--- src/hw/rtl/wireworld_generation_step_top_assert.svh ---
// Assertion macros used by the board step top level.
`ifndef WIREWORLD_GENERATION_STEP_TOP_ASSERT_SVH
`define WIREWORLD_GENERATION_STEP_TOP_ASSERT_SVH

// Same-cycle implication, checked on every clock edge outside reset.
`define WWS_ASSERT_NOW(label, clk, rst, ante, cons, msg) \
  label: assert property (@(posedge clk) disable iff (rst) (ante) |-> (cons)) \
    else $error(msg);

// Next-cycle implication.
`define WWS_ASSERT_NEXT(label, clk, rst, ante, cons, msg) \
  label: assert property (@(posedge clk) disable iff (rst) (ante) |=> (cons)) \
    else $error(msg);

`endif

--- src/hw/rtl/wws_pkg.sv ---
// Shared types, codes and the per-cell update rule for the board step block.
`timescale 1ns / 1ps
`default_nettype none

package wws_pkg;

  localparam int ROWS_DEF = 32;
  localparam int COLS_DEF = 64;

  localparam int KIND_W = 2;
  localparam int ROW_W  = 5;
  localparam int COL_W  = 6;
  localparam int CELL_W = 2;
  // wide enough to hold any board dimension up to 511
  localparam int DIM_W  = 9;
  localparam int ROW_PAD = DIM_W - ROW_W;
  localparam int COL_PAD = DIM_W - COL_W;

  localparam logic [KIND_W-1:0] KIND_WRITE  = 2'd0;
  localparam logic [KIND_W-1:0] KIND_STEP   = 2'd1;
  localparam logic [KIND_W-1:0] KIND_READ   = 2'd2;
  localparam logic [KIND_W-1:0] KIND_UNUSED = 2'd3;

  localparam logic [CELL_W-1:0] CELL_EMPTY = 2'd0;
  localparam logic [CELL_W-1:0] CELL_HEAD  = 2'd1;
  localparam logic [CELL_W-1:0] CELL_TAIL  = 2'd2;
  localparam logic [CELL_W-1:0] CELL_WIRE  = 2'd3;

  // command to one row cell for the item being accepted
  typedef struct packed {
    logic              ld;     // item accepted: capture addressed cell
    logic              wr;     // write this row
    logic              step;   // advance one generation
    logic [CELL_W-1:0] wdata;
  } wws_cmd_t;

  // next code of one cell given the head flags of its eight neighbours
  function automatic logic [CELL_W-1:0] cell_next(input logic [CELL_W-1:0] cur,
                                                  input logic [7:0] nb);
    logic [3:0]        cnt;
    logic [CELL_W-1:0] res;
    cnt = 4'd0;
    for (int i = 0; i < 8; i++) begin
      cnt = cnt + {3'b000, nb[i]};
    end
    case (cur)
      CELL_HEAD: res = CELL_TAIL;
      CELL_TAIL: res = CELL_WIRE;
      CELL_WIRE: res = (cnt == 4'd1 || cnt == 4'd2) ? CELL_HEAD : CELL_WIRE;
      default:   res = CELL_EMPTY;
    endcase
    return res;
  endfunction

endpackage

`default_nettype wire

--- src/hw/rtl/wws_row_cell.sv ---
// One board row: holds its cells, trades head flags with the rows either side.
`timescale 1ns / 1ps
`default_nettype none

module wws_row_cell
  import wws_pkg::*;
#(
  parameter int COLS = COLS_DEF,
  localparam int CIDX_W = (COLS > 1) ? $clog2(COLS) : 1
) (
  input  wire logic              clk,
  input  wire logic              rst,
  input  wire wws_cmd_t          cmd,
  input  wire logic [CIDX_W-1:0] col_sel,
  input  wire logic [COLS-1:0]   up_heads,
  input  wire logic [COLS-1:0]   dn_heads,
  output      logic [COLS-1:0]   heads,
  output      logic [CELL_W-1:0] rd_val
);

  logic [CELL_W-1:0] cells      [COLS];
  logic [CELL_W-1:0] cells_next [COLS];

  // head flags padded with a non-head on each side of the row
  logic [COLS+1:0] up_p, mid_p, dn_p;

  always_comb begin
    for (int c = 0; c < COLS; c++) begin
      heads[c] = (cells[c] == CELL_HEAD);
    end
  end

  assign up_p  = {1'b0, up_heads, 1'b0};
  assign mid_p = {1'b0, heads, 1'b0};
  assign dn_p  = {1'b0, dn_heads, 1'b0};

  always_comb begin
    for (int c = 0; c < COLS; c++) begin
      cells_next[c] = cell_next(cells[c],
                                {up_p[c], up_p[c+1], up_p[c+2],
                                 mid_p[c], mid_p[c+2],
                                 dn_p[c], dn_p[c+1], dn_p[c+2]});
    end
  end

  always_ff @(posedge clk) begin
    if (rst) begin
      for (int c = 0; c < COLS; c++) begin
        cells[c] <= CELL_EMPTY;
      end
    end else if (cmd.step) begin
      for (int c = 0; c < COLS; c++) begin
        cells[c] <= cells_next[c];
      end
    end else if (cmd.wr) begin
      cells[col_sel] <= cmd.wdata;
    end
  end

  // old value of the addressed column, taken before any write lands
  always_ff @(posedge clk) begin
    if (cmd.ld) begin
      rd_val <= cells[col_sel];
    end
  end

endmodule

`default_nettype wire

--- config.mk ---
export PLATFORM = sky130hd
export DESIGN_NAME = wws_row_cell
export DESIGN_NICKNAME = d
export VERILOG_FILES = /design/src/hw/rtl/wireworld_generation_step_top_assert.svh /design/src/hw/rtl/wws_pkg.sv /design/src/hw/rtl/wws_row_cell.sv
export SDC_FILE = /design/constraint.sdc
export NUM_CORES = 1
export LEC_CHECK = 0
export ABC_CLOCK_PERIOD_IN_PS = 9500
export BUFFER_PORTS_ARGS = -buffer_cell sky130_fd_sc_hd__buf_4
export CORE_MARGIN = 4
export CORE_UTILIZATION = 60
export CTS_CLUSTER_DIAMETER = 100
export DETAILED_ROUTE_END_ITERATION = 8
export PLACE_DENSITY = 0.81
export SYNTH_ARGS = -nofsm -noshare
export SYNTH_HDL_FRONTEND = slang
export SYNTH_SLANG_ARGS = --single-unit
export TNS_END_PERCENT = 30
--- constraint.sdc ---
create_clock -name clk -period 9.5 [get_ports clk]
set_clock_uncertainty 0.05 [all_clocks]
set_input_delay 0.95 -clock clk [delete_from_list [all_inputs] [get_ports clk]]
set_output_delay 0.95 -clock clk [all_outputs]
set_load 0.05 [all_outputs]
* Word level (Yosys, flattened, before mapping)
Memory sizes are Yosys's and may differ from the RTL's. A register that Yosys moved wholly into a read port is not among the register bits.
Cells that the tools add are included.
W data, S select, Z words.
** Cells by class
- $add $sub $neg :: 441
- Multiplexer cells :: 204
- Bitwise logic cells :: 64
- Eq/ne operators :: 320
- Reduce and logical (&&, ||, !) cells :: 65
** Operators by type and width (number)
- $add A4 B1 Y4 :: 252
- $pmux W2 S3 :: 64
- $mux W2 :: 129
- $eq A2 B2 Y1 const B :: 128
- $eq A4 B1 Y1 const B :: 64
- $eq A4 B2 Y1 const B :: 64
- $add A3 B1 Y4 :: 63
- $add A2 B1 Y3 :: 63
- $eq A2 B1 Y1 const B :: 64
- $add A1 B1 Y2 :: 63
- $logic_or A1 B1 Y1 :: 64
- $or A1 B1 Y1 :: 64
- $mux W1 :: 10
- $mux W6 :: 1
- $reduce_or A2 Y1 :: 1
** Word-level totals
- Word-level logic and storage cells :: 1095
- Bits in writable memories :: 128
- Memories :: 1
- Bits in registers :: 0
** Memories
- cells :: depth 64, bits a word 2, rd ports 65, clocked after memory_dff 1, write ports 64, line wws_row_cell.sv:21 : logic [CELL_W-1:0] cells [COLS];

* Longest topological paths before layout
- Depth in word-level cells :: 12
- Gate-level depth with buffers :: 11
- Depth with buffers taken out :: 11

* Worst setup path after synthesis
Ideal clock, no wire load.
- Kind :: input-to-reg
- Start point :: input port up_heads[35]
- End point :: memory cells[36][1], data pin
- Path slack :: 5419 ps
- Buffers on the path :: 0
- Arrival :: 3769 ps
- Stages :: 11
- Library setup time :: 262 ps
- Required time :: 9188 ps
- Path through :: inv_1 fa_1 fa_1 fa_1 inv_1 ha_1 fa_1 xor2_1 and3_1 a211oi_1 mux2_1
** RTL lines
- start, declared :: line wws_row_cell.sv:15 : input wire logic [COLS-1:0] up_heads,
- end, declared :: line wws_row_cell.sv:21

==> impl_metrics.env <==
export IMPL_status="finished, final reports clean"
export IMPL_fp_row_count=64
export IMPL_htree_levels=4
export IMPL_setup_violations=0
export IMPL_cts_buffer_depth=2
export IMPL_numPortBuffers=206
export IMPL_peakVddDrop_uv=93.9
export IMPL_fp_coreArea_um2=30900
export IMPL_yosys_warnings=0
export IMPL_p_leak_uw=0.0105
export IMPL_p_switching_uw=1350
export IMPL_grt_max_degree=69
export IMPL_critPathMostFrequentCell="fa_1"
export IMPL_die_area_um2=34600
export IMPL_regArea_um2=3900
export IMPL_cp_max_fo=3
export IMPL_slew_headroom_pct=36.4
export IMPL_clk_latency_ns=0.42
export IMPL_cp_depth=12
export IMPL_crit_path_start_kind="primary input"
export IMPL_route_vias_total=14880
export IMPL_crit_path_max_incr_delay_ns=0.51
export IMPL_powerDensity_nw_per_um2=151
export IMPL_drive_gt1_share_pct=13.5
export IMPL_pwr_share_comb_pct=56.5
export IMPL_grt_pass1_wl_mm=76.7
export IMPL_critPathArrivalTime_ns=4.07
export IMPL_worstMarginPinSlew_ns=0.954
export IMPL_cts_resized_gates=0
export IMPL_hpwl_mm=37.5
export IMPL_crit_chain="buf_4, inv_1, fa_1, fa_1, fa_1, inv_1, ha_1, fa_1, xor2_1, and3_1, a211oi_1, mux2_2"
export IMPL_drc_errors=0
export IMPL_ioPinCount=207
export IMPL_start_util_pct=61.5
export IMPL_track_usage_pct=27.6
export IMPL_required_ns=9.63
export IMPL_path_buf_inv=3
export IMPL_final_max_slew_viol_count=0
export IMPL_p_sw_share_pct=42.0
export IMPL_clock_sinks=130
export IMPL_pwr_share_seq_pct=23.7
export IMPL_syn_inst=1969
export IMPL_p_int_uw=1870
export IMPL_seq_area_frac_synth_pct=20.5
export IMPL_reg2reg_slack_ns=6.02
export IMPL_root_buffer="clkbuf_16"
export IMPL_multi_input_area_um2=13200
export IMPL_synth_edf_count=130
export IMPL_fin_crit_ns=3.95
export IMPL_crit_path_end_kind="flip-flop"
export IMPL_avgRoutedWirePerCell_um=18.4
export IMPL_syn_avg_cell_area_um2=9.66
export IMPL_synthDistinctLibCells=53
export IMPL_post_cts_setup_buffers=0
export IMPL_slowest_stage="fa_1"
export IMPL_maxCapViolCount=0
export IMPL_syn_to_final_growth_pct=12.5
export IMPL_hold_violations=0
export IMPL_final_antenna_net_count=0
export IMPL_nFillCells=2351
export IMPL_wl_mm=46.7
export IMPL_holdWs_ns=0.583
export IMPL_hold_depth=2
export IMPL_fmax_mhz=253
export IMPL_final_nets=2711
export IMPL_cts_buffers=17
export IMPL_path_clk_slew_ns=0.06
export IMPL_ys_flop_type="edfxtp_1"
export IMPL_rsz0062_at_grt="no"
export IMPL_first_pass_iters=6
export IMPL_tritoncts="yes"
export IMPL_worstRegToRegCells=10
export IMPL_synthArstFlopShare_pct=0
export IMPL_vias_per_cell=5.86
export IMPL_tns_ns=0
export IMPL_gp_congestion=0.835
export IMPL_path_delay_family="adder cells"
export IMPL_hp_class="reg -> reg"
export IMPL_overflow=0
export IMPL_die_height_um=186
export IMPL_grt_pass1_vias=15788
export IMPL_die_w_um=186
export IMPL_totalPowerFinal_uw=3230
export IMPL_cts_hold_buf=0
export IMPL_pwr_share_clk_pct=19.8
export IMPL_syn_num_nets=2550
export IMPL_synthesis_area_um2=19000
export IMPL_antenna_found_initial=2
export IMPL_crit_type="in -> reg"
export IMPL_synth_seq_cells=130
export IMPL_period_share_pct=41.5
export IMPL_drt_iter0_drc=1272
-- cell usage after synthesis (all sizes together), types with 55 or more instances --
cell	instances	share of area [%]
ha	188	12
nand2	97	1.9
and4	55	2.5
inv	442	8.7
a21oi	65	1.7
xor2	62	2.9
o21ai	211	5.6
nand2b	80	2.6
fa	252	27
edfxtp	130	21
nand3	68	1.8
nor2	61	1.3
-- layout by cell type (no fill, tap or decap), types with 4 or more instances in the layout --
master | Yosys | routed
mux2_1 | 4 | 4
nand2_1 | 97 | 97
a21oi_1 | 65 | 65
clkinvlp_4 | 0 | 4
fa_1 | 252 | 252
nand2b_1 | 80 | 80
nor2_4 | 3 | 4
clkinv_1 | 0 | 4
o22ai_1 | 35 | 35
inv_1 | 442 | 442
nand3_1 | 68 | 68
ha_1 | 188 | 188
mux2i_1 | 4 | 4
nor2_1 | 58 | 57
buf_4 | 1 | 210
and4_1 | 55 | 55
or3_1 | 4 | 4
clkbuf_16 | 0 | 17
a41oi_1 | 4 | 4
a22oi_1 | 4 | 4
nor3b_1 | 8 | 8
a21o_1 | 8 | 8
o21ai_0 | 208 | 208
xor2_1 | 62 | 62
o21bai_1 | 4 | 4
mux4_2 | 30 | 30
o41ai_1 | 22 | 22
nor2b_1 | 13 | 12
edfxtp_1 | 130 | 130
and3b_1 | 4 | 4
mux2_2 | 12 | 12
-- cells by family after synthesis --
family	share of synthesized area, %
AO/OA/AOI/OAI	10.9
XOR/XNOR	2.95
adder cells (fa/ha/maj)	38.9
buffers and inverters	10.2
flip-flops	20.5
multiplexers	4.71
AND/OR/NAND/NOR	11.9
-- path summary, 6_finish.rpt --
check	start	to
max	dn_heads[36]	cells[37][1]
min	cells[13][1]	cells[13][0]
max reg2reg	cells[35][1]	cells[36][1]
min reg2reg	cells[13][1]	cells[13][0]
-- stage by stage --
step	instances	utilization (%)	instance area [µm²]	setup slack, ns
finish	2541	69.2	21400	5.55
CTS	2539	69.2	21400	5.55
detailed placement	2507	67.4	20800	5.10
floorplan	1969	-	19000	5.42
global route	2541	69.2	21400	5.41
global placement	2507	67.4	20800	5.22
-- registers in the layout (all words and copies together) (netlist names) --
| name | flops |
|---|---|
| cells | 128 |
| rd_val | 2 |
-- metal layers --
| layer | part of all wire (%) | global-route usage (%) | vias up | routed length [µm] |
|---|---|---|---|---|
| li1 | - | - | 6894 | - |
| met5 | 0 | 0 | - | 0 |
| met4 | 2.7 | 8.98 | 0 | 1280 |
| met1 | 40 | 36.8 | 7173 | 18700 |
| met3 | 8.0 | 4.34 | 101 | 3730 |
| met2 | 49 | 46.8 | 712 | 23000 |
-- area by class of cell --
type                            count  share of cell area, %
Multi-Input combinational cell   1329                   61.7
Sequential cell                   130                   18.2
Inverter                          442                   7.75
Timing Repair Buffer              210                   7.37
Tap cell                          396                   2.32
Clock buffer                       17                   1.99
Clock inverter                     15                  0.661
Antenna cell                        2                 0.0234
-- power groups by stage --
stage	Clock (µW)	Sequential, µW	Combinational [µW]
2_1_floorplan	0	750	1350
3_3_place_gp	0	770	1680
3_5_place_dp	0	774	1810
4_1_cts	635	763	1830
5_1_grt	663	773	2090
6_report	640	765	1820
-- worst reg2reg max path: cells and delay by family (launching register included) --
kind,cells,cell delay (ns)
simple gates,2,0.45
buf+inv,1,0.04
mux,1,0.32
compound gates,1,0.07
flops,1,0.45
fa+ha+maj,4,1.71
xor+xnor,1,0.14
Note: power is estimated with default switching activity, not from simulation.
